--- config.mk ---
export PLATFORM = sky130hd
export DESIGN_NAME = wheel_speed_pid_pwm_core
export DESIGN_NICKNAME = d
export VERILOG_FILES = /design/src/wspp_pkg.sv /design/src/wheel_speed_pid_pwm_core.sv /design/src/wspp_dpath.sv
export SDC_FILE = /design/constraint.sdc
export NUM_CORES = 2
export LEC_CHECK = 0
export BUFFER_PORTS_ARGS = -buffer_cell sky130_fd_sc_hd__buf_2
export CAP_MARGIN = 20
export CORE_ASPECT_RATIO = 1.4
export CORE_MARGIN = 10
export CORE_UTILIZATION = 40
export CTS_CLUSTER_SIZE = 25
export DETAILED_ROUTE_END_ITERATION = 6
export PLACE_DENSITY_LB_ADDON = 0.12
export SYNTH_ARGS = -nofsm -noshare
export SYNTH_HDL_FRONTEND = slang
export SYNTH_HIERARCHICAL = 1
export SYNTH_SLANG_ARGS = --single-unit
--- constraint.sdc ---
create_clock -name i_clk -period 23.5 [get_ports i_clk]
set_input_delay 4.7 -clock i_clk [delete_from_list [all_inputs] [get_ports i_clk]]
set_output_delay 4.7 -clock i_clk [all_outputs]
set_load 0.05 [all_outputs]
--- src/wspp_pkg.sv ---
// shared types, constants, arithmetic helpers and the control program
`timescale 1ns / 1ps
package wspp_pkg;

    localparam int PULSE_W   = 16;
    localparam int CFG_IDX_W = 3;
    localparam int CFG_W     = 32;
    localparam int LIMIT_W   = 16;
    localparam int SPEED_W   = 32;
    localparam int ERR_W     = 33;
    localparam int DIFF_W    = 34;
    localparam int PROD_W    = 64;
    localparam int TERM_W    = 42;
    localparam int INTEG_W   = 40;
    localparam int ACC_W     = 43;
    localparam int CLAMP_W   = 33;
    localparam int WARM_W    = 3;

    localparam logic [WARM_W-1:0] WARMUP_STEPS = 3'd6;
    localparam logic [TERM_W-2:0] TERM_CAP     = 41'd1 << 40;

    // register indexes
    localparam logic [CFG_IDX_W-1:0] REG_TARGET = 3'd0;
    localparam logic [CFG_IDX_W-1:0] REG_SCALE  = 3'd1;
    localparam logic [CFG_IDX_W-1:0] REG_KP     = 3'd2;
    localparam logic [CFG_IDX_W-1:0] REG_KI     = 3'd3;
    localparam logic [CFG_IDX_W-1:0] REG_KD     = 3'd4;
    localparam logic [CFG_IDX_W-1:0] REG_LIMIT  = 3'd5;

    localparam logic [CFG_W-1:0]   RST_SCALE = 32'd990000;
    localparam logic [CFG_W-1:0]   RST_KP    = 32'd5242880;
    localparam logic [CFG_W-1:0]   RST_KI    = 32'd5243;
    localparam logic [LIMIT_W-1:0] RST_LIMIT = 16'd1000;

    localparam int UCODE_DEPTH = 11;
    localparam int STEP_W      = $clog2(UCODE_DEPTH);

    // jump targets
    localparam logic [STEP_W-1:0] S_WARM  = 4'd7;
    localparam logic [STEP_W-1:0] S_MUL_D = 4'd8;

    typedef enum logic [3:0] {
        OP_NOP,
        OP_MUL_SPD,
        OP_SPEED,
        OP_ERR,
        OP_MUL_P,
        OP_TERM_P,
        OP_MUL_I,
        OP_INTEG,
        OP_WARM,
        OP_MUL_D,
        OP_SUM,
        OP_OUT
    } t_op;

    typedef enum logic [1:0] {
        BR_NONE,
        BR_ALWAYS,
        BR_WARMUP
    } t_br;

    typedef struct packed {
        t_op               op;
        t_br               br;
        logic [STEP_W-1:0] tgt;
        logic              last;
    } t_uword;

    typedef struct packed {
        t_op  op;
        logic en;
    } t_ctrl;

    typedef struct packed {
        logic warming;
    } t_stat;

    typedef struct packed {
        logic signed [CFG_W-1:0] target;
        logic [CFG_W-1:0]        scale;
        logic [CFG_W-1:0]        kp;
        logic [CFG_W-1:0]        ki;
        logic [CFG_W-1:0]        kd;
        logic [LIMIT_W-1:0]      limit;
    } t_cfg;

    typedef struct packed {
        logic [LIMIT_W-1:0]        duty;
        logic                      fwd;
        logic signed [SPEED_W-1:0] speed;
    } t_res;

    // control program, one word per step
    function automatic t_uword ucode(input logic [STEP_W-1:0] step);
        t_uword w;
        w = '{op: OP_NOP, br: BR_NONE, tgt: '0, last: 1'b0};
        unique case (step)
            4'd0:  w.op = OP_MUL_SPD;
            4'd1:  w.op = OP_SPEED;
            4'd2:  w.op = OP_ERR;
            4'd3:  w.op = OP_MUL_P;
            4'd4:  w = '{op: OP_TERM_P, br: BR_WARMUP, tgt: S_WARM, last: 1'b0};
            4'd5:  w.op = OP_MUL_I;
            4'd6:  w = '{op: OP_INTEG, br: BR_ALWAYS, tgt: S_MUL_D, last: 1'b0};
            4'd7:  w.op = OP_WARM;
            4'd8:  w.op = OP_MUL_D;
            4'd9:  w.op = OP_SUM;
            4'd10: w = '{op: OP_OUT, br: BR_NONE, tgt: '0, last: 1'b1};
            default: w = '{op: OP_NOP, br: BR_NONE, tgt: '0, last: 1'b1};
        endcase
        return w;
    endfunction

    // (mag * gain) >> 16, saturated at 2^40, then signed
    function automatic logic signed [TERM_W-1:0] term_sat(
        input logic [PROD_W-1:0] prod,
        input logic              big,
        input logic              gz,
        input logic              neg
    );
        logic [PROD_W-17:0] shr;
        logic [TERM_W-2:0]  m;
        shr = prod[PROD_W-1:16];
        if (gz) begin
            m = '0;
        end else if (big || shr > {7'b0, TERM_CAP}) begin
            m = TERM_CAP;
        end else begin
            m = shr[TERM_W-2:0];
        end
        return neg ? -$signed({1'b0, m}) : $signed({1'b0, m});
    endfunction

    // symmetric clamp to +-(limit << 16)
    function automatic logic signed [CLAMP_W-1:0] clamp_sym(
        input logic signed [ACC_W-1:0] v,
        input logic [LIMIT_W-1:0]      lim
    );
        logic signed [ACC_W-1:0] hi;
        logic signed [ACC_W-1:0] lo;
        hi = $signed({11'b0, lim, 16'b0});
        lo = -hi;
        if (v > hi) begin
            return hi[CLAMP_W-1:0];
        end else if (v < lo) begin
            return lo[CLAMP_W-1:0];
        end
        return v[CLAMP_W-1:0];
    endfunction

endpackage

--- src/wheel_speed_pid_pwm_core.sv ---
// top level: config registers, handshakes and the microcode sequencer
`timescale 1ns / 1ps
// Wheel speed PID controller. Each input word carries the encoder pulse count of
// one control tick; each output word carries duty, direction and measured speed.
// Input channel: i_in_valid / o_in_stall with i_pulse_count. Output channel:
// o_out_valid / i_out_stall with o_duty, o_forward, o_measured_speed.
// Configuration: write i_cfg_data to register i_cfg_idx while i_cfg_we is high,
// only when the block is idle. Index 0 target, 1 scale, 2 kp, 3 ki*dt,
// 4 kd/dt, 5 pwm limit; other indexes are ignored.
// One word is worked on at a time by a program of 11 steps. In the first six
// ticks the warm-up step stands in for the two integral steps. The last step
// writes the output register, which drives the outputs directly. The shared
// 32x32 multiplier is used up to four times per word. A new word is accepted
// only after the last step of the current one.
// o_in_stall is high while a word is in work. A stalled result stays in the
// output register; the next word is still accepted and runs up to its last
// step, where it waits until the slot frees.
// Reset loads the default registers, clears integral, last error and the
// warm-up count and sets the direction to forward.
module wheel_speed_pid_pwm_core (
    input  logic                              i_clk,
    input  logic                              i_rst_n,
    input  logic                              i_in_valid,
    output logic                              o_in_stall,
    input  logic [15:0]                       i_pulse_count,
    output logic                              o_out_valid,
    input  logic                              i_out_stall,
    output logic [15:0]                       o_duty,
    output logic                              o_forward,
    output logic signed [31:0]                o_measured_speed,
    input  logic                              i_cfg_we,
    input  logic [wspp_pkg::CFG_IDX_W-1:0]    i_cfg_idx,
    input  logic [wspp_pkg::CFG_W-1:0]        i_cfg_data
);
    import wspp_pkg::*;

    t_cfg                r_cfg;
    logic                r_busy;
    logic [STEP_W-1:0]   r_step;
    logic [PULSE_W-1:0]  r_pulse;
    logic                r_out_valid;
    t_res                r_res;

    t_uword              uw;
    t_ctrl               ctrl;
    t_stat               stat;
    t_res                res;
    logic                slot_free;
    logic                take_br;
    logic                accept;
    logic [STEP_W-1:0]   n_step;

    assign uw        = ucode(r_step);
    assign slot_free = ~r_out_valid | ~i_out_stall;
    assign ctrl.op   = uw.op;
    assign ctrl.en   = r_busy & ((uw.op != OP_OUT) | slot_free);
    assign accept    = i_in_valid & ~r_busy;

    always_comb begin
        unique case (uw.br)
            BR_ALWAYS: take_br = 1'b1;
            BR_WARMUP: take_br = stat.warming;
            default:   take_br = 1'b0;
        endcase
        n_step = take_br ? uw.tgt : r_step + 1'b1;
    end

    always_ff @(posedge i_clk) begin
        if (!i_rst_n) begin
            r_cfg.target <= '0;
            r_cfg.scale  <= RST_SCALE;
            r_cfg.kp     <= RST_KP;
            r_cfg.ki     <= RST_KI;
            r_cfg.kd     <= '0;
            r_cfg.limit  <= RST_LIMIT;
        end else if (i_cfg_we) begin
            unique case (i_cfg_idx)
                REG_TARGET: r_cfg.target <= $signed(i_cfg_data);
                REG_SCALE:  r_cfg.scale  <= i_cfg_data;
                REG_KP:     r_cfg.kp     <= i_cfg_data;
                REG_KI:     r_cfg.ki     <= i_cfg_data;
                REG_KD:     r_cfg.kd     <= i_cfg_data;
                REG_LIMIT:  r_cfg.limit  <= i_cfg_data[LIMIT_W-1:0];
                default: begin
                end
            endcase
        end
    end

    always_ff @(posedge i_clk) begin
        if (!i_rst_n) begin
            r_busy      <= 1'b0;
            r_step      <= '0;
            r_out_valid <= 1'b0;
        end else begin
            if (accept) begin
                r_busy  <= 1'b1;
                r_step  <= '0;
                r_pulse <= i_pulse_count;
            end else if (ctrl.en) begin
                if (uw.last) begin
                    r_busy <= 1'b0;
                end else begin
                    r_step <= n_step;
                end
            end
            if (ctrl.en && uw.op == OP_OUT) begin
                r_out_valid <= 1'b1;
                r_res       <= res;
            end else if (!i_out_stall) begin
                r_out_valid <= 1'b0;
            end
        end
    end

    wspp_dpath u_dpath (
        .i_clk   (i_clk),
        .i_rst_n (i_rst_n),
        .i_ctrl  (ctrl),
        .i_cfg   (r_cfg),
        .i_pulse (r_pulse),
        .o_stat  (stat),
        .o_res   (res)
    );

    assign o_in_stall       = r_busy;
    assign o_out_valid      = r_out_valid;
    assign o_duty           = r_res.duty;
    assign o_forward        = r_res.fwd;
    assign o_measured_speed = r_res.speed;

endmodule

--- src/wspp_dpath.sv ---
// datapath: shared multiplier, pid state and term arithmetic driven by control words
`timescale 1ns / 1ps
module wspp_dpath (
    input  logic                  i_clk,
    input  logic                  i_rst_n,
    input  wspp_pkg::t_ctrl       i_ctrl,
    input  wspp_pkg::t_cfg        i_cfg,
    input  logic [15:0]           i_pulse,
    output wspp_pkg::t_stat       o_stat,
    output wspp_pkg::t_res        o_res
);
    import wspp_pkg::*;

    logic signed [INTEG_W-1:0] r_integ;
    logic signed [ERR_W-1:0]   r_last_err;
    logic                      r_dir;
    logic [WARM_W-1:0]         r_warm_cnt;

    logic [PROD_W-1:0]         r_prod;
    logic                      r_neg;
    logic                      r_big;
    logic                      r_gz;
    logic signed [SPEED_W-1:0] r_speed;
    logic signed [ERR_W-1:0]   r_err;
    logic signed [DIFF_W-1:0]  r_diff;
    logic signed [ACC_W-1:0]   r_acc;

    logic [CFG_W-1:0]          mul_a;
    logic [CFG_W-1:0]          mul_b;
    logic [PROD_W-1:0]         mul_p;
    logic [ERR_W-1:0]          mag_err;
    logic [DIFF_W-1:0]         mag_diff;
    logic signed [TERM_W-1:0]  term;
    logic [39:0]               smag;
    logic [30:0]               smag_sat;
    logic signed [ACC_W-1:0]   isum;
    logic signed [CLAMP_W-1:0] icl;
    logic signed [CLAMP_W-1:0] ocl;
    logic [CLAMP_W-1:0]        omag;

    assign mag_err  = r_err[ERR_W-1] ? ERR_W'(-r_err) : ERR_W'(r_err);
    assign mag_diff = r_diff[DIFF_W-1] ? DIFF_W'(-r_diff) : DIFF_W'(r_diff);

    always_comb begin
        unique case (i_ctrl.op)
            OP_MUL_SPD: begin
                mul_a = {16'b0, i_pulse};
                mul_b = i_cfg.scale;
            end
            OP_MUL_P: begin
                mul_a = mag_err[CFG_W-1:0];
                mul_b = i_cfg.kp;
            end
            OP_MUL_I: begin
                mul_a = mag_err[CFG_W-1:0];
                mul_b = i_cfg.ki;
            end
            OP_MUL_D: begin
                mul_a = mag_diff[CFG_W-1:0];
                mul_b = i_cfg.kd;
            end
            default: begin
                mul_a = '0;
                mul_b = '0;
            end
        endcase
    end

    assign mul_p = mul_a * mul_b;
    assign term  = term_sat(r_prod, r_big, r_gz, r_neg);

    assign smag     = r_prod[47:8];
    assign smag_sat = (|smag[39:31]) ? 31'h7fff_ffff : smag[30:0];

    assign isum = {{3{r_integ[INTEG_W-1]}}, r_integ} + {term[TERM_W-1], term};
    assign icl  = clamp_sym(isum, i_cfg.limit);

    assign ocl  = clamp_sym(r_acc, i_cfg.limit);
    assign omag = ocl[CLAMP_W-1] ? CLAMP_W'(-ocl) : CLAMP_W'(ocl);

    assign o_res.duty   = omag[31:16];
    assign o_res.fwd    = ~ocl[CLAMP_W-1];
    assign o_res.speed  = r_speed;
    assign o_stat.warming = (r_warm_cnt < WARMUP_STEPS);

    always_ff @(posedge i_clk) begin
        if (!i_rst_n) begin
            r_integ    <= '0;
            r_last_err <= '0;
            r_dir      <= 1'b1;
            r_warm_cnt <= '0;
        end else if (i_ctrl.en) begin
            unique case (i_ctrl.op)
                OP_NOP: begin
                end
                OP_MUL_SPD: begin
                    r_prod <= mul_p;
                end
                OP_SPEED: begin
                    r_speed <= r_dir ? $signed({1'b0, smag_sat})
                                     : -$signed({1'b0, smag_sat});
                end
                OP_ERR: begin
                    r_err <= {i_cfg.target[CFG_W-1], i_cfg.target}
                           - {r_speed[SPEED_W-1], r_speed};
                end
                OP_MUL_P, OP_MUL_I: begin
                    r_prod <= mul_p;
                    r_neg  <= r_err[ERR_W-1];
                    r_big  <= mag_err[ERR_W-1];
                    r_gz   <= (mul_b == '0);
                end
                OP_TERM_P: begin
                    r_acc      <= {{(ACC_W-TERM_W){term[TERM_W-1]}}, term};
                    r_diff     <= {r_err[ERR_W-1], r_err}
                                - {r_last_err[ERR_W-1], r_last_err};
                    r_last_err <= r_err;
                end
                OP_INTEG: begin
                    r_integ <= {{(INTEG_W-CLAMP_W){icl[CLAMP_W-1]}}, icl};
                end
                OP_WARM: begin
                    // integral held at zero until warm-up ends
                    r_integ    <= '0;
                    r_warm_cnt <= r_warm_cnt + 1'b1;
                end
                OP_MUL_D: begin
                    r_prod <= mul_p;
                    r_neg  <= r_diff[DIFF_W-1];
                    r_big  <= |mag_diff[DIFF_W-1:DIFF_W-2];
                    r_gz   <= (mul_b == '0);
                end
                OP_SUM: begin
                    r_acc <= r_acc
                           + {{(ACC_W-INTEG_W){r_integ[INTEG_W-1]}}, r_integ}
                           + {{(ACC_W-TERM_W){term[TERM_W-1]}}, term};
                end
                OP_OUT: begin
                    r_dir <= ~ocl[CLAMP_W-1];
                end
            endcase
        end
    end

endmodule

Yosys cells after proc, flatten, opt, wreduce, memory -nomap -nowiden
Cells that the tools add are included. Widths: inputs -> output; s select.

Register bits: 533. Bits of input ports: 56. Output and inout bits: 51. Word-level logic and storage cells: 157.

Add/subtract/negate cells: 13. Multiply operators: 1. Order comparisons: 6. Equal/unequal tests: 30. Multiplexer cells: 33. Bitwise operators: 10. Reduce and logical (&&, ||, !) cells: 38.

Operators by type and width (number): $mux 33 (7); $pmux 32 s4 (1); $pmux 32 s3 (1); $add 43x43->43 (2); $gt 43x33->1 (2); $lt 43x43->1 (2); $pmux 43 s2 (1); $mux 41 (2); $pmux 40 s2 (1); $mul 32x32->64 (1); $mux 31 (2); $gt 48x41->1 const B (1); $pmux 4 s11 (1); $add 40x42->43 (1); $neg 32->43 (1); $mux 42 (1); $neg 41->42 (1); $mux 34 (1); $neg 34->34 (1); $sub 33x33->34 (1); $neg 33->33 (1); $sub 32x32->33 (1); $eq 4x3->1 const B (8); $logic_not 32->1 (1); other kinds (35) (89).

Longest topological paths before layout
Depth in word-level cells: 12. Depth in mapped cells: 43. Gate-level depth less buffers: 38.

Hierarchy
The synthesis kept the hierarchy.

By module, submodules not included: wspp_dpath (instances 1, cells an instance 6957, area each 58497.4 um2, seq. area each 7437.1 um2); wheel_speed_pid_pwm_core (instances 1, cells an instance 922, area each 8605.8 um2, seq. area each 5595.4 um2).

Worst setup path before layout
OpenSTA, ideal clock, no wires.

Path type: register -> register. Start: register u_dpath.r_prod[40]. End: register u_dpath.r_integ[19]. Library setup time: 0.117 ns. Arrival time: 11.136 ns. Slack: 12.247 ns. Stages on the path, launching flop included: 43. Path buffers: 6. Cells stage by stage: edfxtp_1 or4_1 or3_1 or4_1 or4b_1 a211oi_1 clkbuf_1 nand2_1 ha_1 o21ai_2 and2_1 buf_2 nor2_1 clkbuf_1 a31oi_1 o21ai_1 inv_1 ha_1 [... 7 more ...] inv_1 o21ai_0 xor2_1 ha_1 nand4_1 or4_1 or4_1 or4_1 nor3b_2 o2111ai_1 o41a_1 or4_1 or4_1 buf_2 o21ai_2 buf_6 mux2i_1 a22o_1.

Longest elaborated chain between the ends: 12.

RTL lines: from (decl) (line wspp_dpath.sv:19) `logic [PROD_W-1:0] r_prod;`; from (signal assigned) (line wspp_dpath.sv:97) `r_prod <= mul_p;`; from (signal assigned) (line wspp_dpath.sv:108) `r_prod <= mul_p;`; from (signal assigned) (line wspp_dpath.sv:128) `r_prod <= mul_p;`; $gt 48x41->1 (line wspp_pkg.sv:127) `end else if (big || shr > {7'b0, TERM_CAP}) begin`; $logic_or 1x1->1 (line wspp_pkg.sv:127); $mux 41 * (line wspp_pkg.sv:127); $mux 41 * (line wspp_pkg.sv:125) `if (gz) begin`; $neg 41->42 (line wspp_pkg.sv:132) `return neg ? -$signed({1'b0, m}) : $signed({1'b0, m});`; $mux 42 * (line wspp_pkg.sv:132); $add 40x42->43 * (line wspp_dpath.sv:75) `assign isum = {{3{r_integ[INTEG_W-1]}}, r_integ} + {term[TERM_W-1], term};`; $lt 43x43->1 (line wspp_pkg.sv:146) `end else if (v < lo) begin`; $mux 1 (line wspp_pkg.sv:146); $mux 1 (line wspp_pkg.sv:144) `if (v > hi) begin`; $mux 33 * (line wspp_pkg.sv:149) `return v[CLAMP_W-1:0];`; $pmux 40 s2 * (line wspp_dpath.sv:93) `unique case (i_ctrl.op)`; to (signal assigned) (line wspp_dpath.sv:120) `r_integ <= {{(INTEG_W-CLAMP_W){icl[CLAMP_W-1]}}, icl};`; to (decl) (line wspp_dpath.sv:14) `logic signed [INTEG_W-1:0] r_integ;`.

Mark *: on every way between the ends. The rest lies on a longest branch, timed or not. A chain may end at the register's enable or synchronous reset.

Worst setup path after layout
Start: register u_dpath.r_prod[22]. End: register u_dpath.r_integ[3].

Same word-level chain as after synthesis.

==> run_summary.xml <==
<?xml version="1.0" encoding="UTF-8"?>
<metrics>
  <group name="logic_synthesis">
    <metric name="mappedNetlistArea" unit="um^2">67100</metric>
    <metric name="synth_cell_type_count" unit="">97</metric>
    <metric name="synth.top_cells.by_area" unit="">sky130_fd_sc_hd__fa_1 28%, sky130_fd_sc_hd__edfxtp_1 12%, sky130_fd_sc_hd__ha_1 9.5%</metric>
    <metric name="synth_enable_flop_cells" unit="">266</metric>
    <metric name="postSynthAreaPerCell" unit="um^2">8.52</metric>
    <metric name="netlist.area_leader.share" unit="%">28.1</metric>
    <metric name="ys_warn_count" unit="">6</metric>
    <metric name="synthFlopType" unit="">sky130_fd_sc_hd__edfxtp_1</metric>
    <metric name="synthesis.instances" unit="">7879</metric>
    <metric name="synth_async_sr_flop_share" unit="%">0</metric>
    <metric name="post-synth-top-count-cell" unit="">sky130_fd_sc_hd__inv_1</metric>
    <metric name="synth_area_leader_cell" unit="">sky130_fd_sc_hd__fa_1</metric>
    <metric name="synth_commonest_cells" unit="">1321 x sky130_fd_sc_hd__inv_1, 1288 x sky130_fd_sc_hd__nand2_1, 941 x sky130_fd_sc_hd__fa_1</metric>
    <metric name="syn-num-nets" unit="">9383</metric>
    <metric name="postSynthRegisterBits" unit="">518</metric>
    <metric name="yosysSeqAreaShare" unit="%">19.4</metric>
  </group>
  <group name="timing">
    <metric name="total_count_of_max_transition_violations_in_the_final_report" unit="">0</metric>
    <metric name="layout_min_cycle_time" unit="ns">14.01</metric>
    <metric name="hold_viol_final" unit="">0</metric>
    <metric name="grt_setup_unrepaired" unit="">no</metric>
    <metric name="final.period_utilization" unit="%">59.6</metric>
    <metric name="totalNegativeSetupSlack" unit="ns">0</metric>
    <metric name="fin_worst_hold_slack" unit="ns">0.453</metric>
    <metric name="final.setup_skew" unit="ns">0.0426</metric>
    <metric name="setup-violations-final" unit="">0</metric>
    <metric name="maxClockFrequency" unit="MHz">71.4</metric>
    <metric name="slew_headroom" unit="%">23.8</metric>
    <metric name="worst_slew_pin_slew" unit="ns">1.14</metric>
  </group>
  <group name="global_routing">
    <metric name="globalRoute.busiestLayer" unit="">met2</metric>
    <metric name="gr_util_met1" unit="%">30.6</metric>
    <metric name="number_of_antenna_violations_at_the_first_check_in_global_routing" unit="">13</metric>
    <metric name="grt_pass1_vias" unit="">57800</metric>
    <metric name="gr-usage-met3" unit="%">3.49</metric>
    <metric name="gr-usage-met2" unit="%">47.9</metric>
    <metric name="grt_first_pass_wirelength" unit="um">374000</metric>
    <metric name="global_route.overflow_total" unit="">0</metric>
    <metric name="grt_start_max_net_pins" unit="">61</metric>
    <metric name="grtUsageTotal" unit="%">26.8</metric>
  </group>
  <group name="die">
    <metric name="floorplan.io_pins" unit="">107</metric>
    <metric name="dieHeight" unit="um">505</metric>
    <metric name="floorplan.rows" unit="">177</metric>
    <metric name="fp.coreArea" unit="um^2">167000</metric>
    <metric name="initial_utilization" unit="%">40.3</metric>
    <metric name="die_width" unit="um">366</metric>
    <metric name="die_area" unit="um^2">185000</metric>
  </group>
  <group name="flow_run">
    <metric name="cap_viol_max_count" unit="">0</metric>
  </group>
  <group name="layout">
    <metric name="num-fill-cells" unit="">16700</metric>
    <metric name="layout-drive-gt1-share" unit="%">6.11</metric>
    <metric name="synthToLayoutAreaGrowth" unit="%">8.22</metric>
    <metric name="nNetsFinal" unit="">9324</metric>
  </group>
  <group name="outcome">
    <metric name="outcome" unit="">finished, final reports clean</metric>
  </group>
  <group name="clocking">
    <metric name="clk_transition_reported_paths" unit="ns">0.06</metric>
    <metric name="clk_path_buf_depth" unit="">3</metric>
    <metric name="cts_resized" unit="">0</metric>
    <metric name="tritoncts" unit="">built</metric>
    <metric name="cts-hold-fix-buffers" unit="">0</metric>
    <metric name="cts.repair_timing.setup_buffer_count" unit="">0</metric>
    <metric name="worstSkewPairLatency" unit="ns">0.71</metric>
    <metric name="clock-root-buffer" unit="">sky130_fd_sc_hd__clkbuf_16</metric>
    <metric name="cts.htree.levels" unit="">2</metric>
    <metric name="cts_buffers" unit="">59</metric>
    <metric name="clock_sinks" unit="">518</metric>
  </group>
  <group name="routing">
    <metric name="drt-wirelength-per-cell" unit="um">25.1</metric>
    <metric name="totalWireLength" unit="um">253000</metric>
    <metric name="ant_nets" unit="">0</metric>
    <metric name="drc_errors" unit="">0</metric>
    <metric name="via_count" unit="">56000</metric>
    <metric name="via_per_inst" unit="">5.54</metric>
    <metric name="drc_marker_count_from_the_first_detailed_route_iteration" unit="">3681</metric>
    <metric name="detail_route.first_pass.iterations" unit="">6</metric>
  </group>
  <group name="critical_path">
    <metric name="critical_path_required" unit="ns">24.15</metric>
    <metric name="wp_buf_inv" unit="">3</metric>
    <metric name="critical-path-top-cell-by-count" unit="">sky130_fd_sc_hd__or4_1</metric>
    <metric name="timing.critical_path.arrival" unit="ns">14.66</metric>
    <metric name="worst_path_max_delay_cell" unit="">sky130_fd_sc_hd__a211oi_1</metric>
    <metric name="criticalPathCategory" unit="">flop to flop</metric>
    <metric name="setup.worst_path.start_class" unit="">flop</metric>
    <metric name="timing.critical_path.max_delay_family" unit="">simple AND/OR/NAND/NOR gates</metric>
    <metric name="path_max_fanout" unit="">13</metric>
    <metric name="cpPeakStageDelay" unit="ns">0.73</metric>
    <metric name="worstSetupEndpointType" unit="">flop</metric>
  </group>
  <group name="placement">
    <metric name="place.detailed.hpwl" unit="um">201000</metric>
    <metric name="finalWeightedCongestion" unit="">0.970</metric>
    <metric name="numPortBuffers" unit="">106</metric>
  </group>
  <group name="worst_hold_path">
    <metric name="hold_path_class" unit="">flop to flop</metric>
  </group>
  <group name="power">
    <metric name="vdd.ir_drop.worst" unit="mV">0.121</metric>
    <metric name="total_power_density_per_cell_area" unit="nW/um^2">69.7</metric>
    <metric name="cellLeakagePower" unit="uW">0.0333</metric>
  </group>
</metrics>
[metrics by stage]
step / instances / setup WS, ns / total power (uW) / cell area, um^2 / utilization (%)
2_1_floorplan: 7879 / 12.25 / 2900 / 67100 / -
3_3_place_gp: 9994 / 9.80 / 3980 / 70500 / 42.3
3_5_place_dp: 9994 / 9.70 / 4000 / 70500 / 42.3
4_1_cts: 10100 / 9.63 / 5040 / 72600 / 43.6
5_1_grt: 10100 / 9.12 / 5390 / 72600 / 43.6
6_report: 10100 / 9.49 / 5060 / 72600 / 43.6
[placed cells by master (no fill, tap or decap), types with 131 or more instances in the layout]
master	n
sky130_fd_sc_hd__nand2_1	1288
sky130_fd_sc_hd__edfxtp_1	266
sky130_fd_sc_hd__inv_1	1321
sky130_fd_sc_hd__buf_4	156
sky130_fd_sc_hd__xor2_1	131
sky130_fd_sc_hd__ha_1	507
sky130_fd_sc_hd__xnor2_1	167
sky130_fd_sc_hd__fa_1	941
sky130_fd_sc_hd__dfxtp_1	251
sky130_fd_sc_hd__o21ai_0	195
sky130_fd_sc_hd__nor2_1	730
sky130_fd_sc_hd__a21oi_1	405
[flip-flops by register name, indices dropped and copies added, names as in the netlist]
signal	count
r_step	4
o_measured_speed	32
u_dpath/r_big	1
u_dpath/r_acc	43
u_dpath/r_dir	1
u_dpath/r_gz	1
r_pulse	16
u_dpath/r_last_err	33
u_dpath/r_warm_cnt	3
o_in_stall	1
r_cfg	176
u_dpath/r_err	33
o_duty	16
u_dpath/r_neg	1
u_dpath/r_speed	32
o_out_valid	1
u_dpath/r_integ	33
u_dpath/r_diff	34
u_dpath/r_prod	56
o_forward	1
[final timing paths]
| check | startpoint | end | slack [ns] | cells after the start |
|---|---|---|---|---|
| min reg2reg | u_dpath/r_speed[6] | o_measured_speed[6] | 0.45 | 0 |
| max | u_dpath/r_prod[22] | u_dpath/r_integ[3] | 9.49 | 37 |
| min | u_dpath/r_speed[6] | o_measured_speed[6] | 0.45 | 0 |
| max reg2reg | u_dpath/r_prod[22] | u_dpath/r_integ[3] | 9.49 | 37 |
[power by group]
group	switching [uW]	total, uW	internal (uW)
Clock	459	1020	562
Sequential	47.6	1110	1070
Combinational	1940	2930	983
Total	2450	5060	2610
[final cells by class]
cell class,instances,area (um^2),share of cell area (%)
clock buffer,72,1670,2.30
timing repair buffer,263,1720,2.36
sequential,518,13000,17.9
multi-input combinational,5650,48000,66.1
antenna,2,5.00,0.00689
clock inverter,38,435,0.600
tap,2237,2800,3.85
inverter,1328,4990,6.87
[cells by family after synthesis]
family / after synthesis / synth area share, %
buf+inv: 1711 / 9.62
fa+ha+maj: 1448 / 37.5
mux: 47 / 0.718
compound gates: 1244 / 12.0
xor+xnor: 298 / 3.89
simple gates: 2613 / 16.8
flops: 518 / 19.4
[routing by layer]
metal / share of wire, % / vias up
met4: 6.9 / 8
met1: 38 / 28400
met3: 5.2 / 560
li1: - / 25200
met5: 0.020 / -
met2: 50 / 1836
[worst register-to-register path, delay by kind of cell (launching register included)]
family	cells	cell delay [ns]
buf+inv	3	0.78
compound gates	12	3.96
xor+xnor	1	0.34
flops	1	0.50
fa+ha+maj	3	0.95
simple gates	18	7.40
No activity file was read; power rests on OpenSTA's default activity.
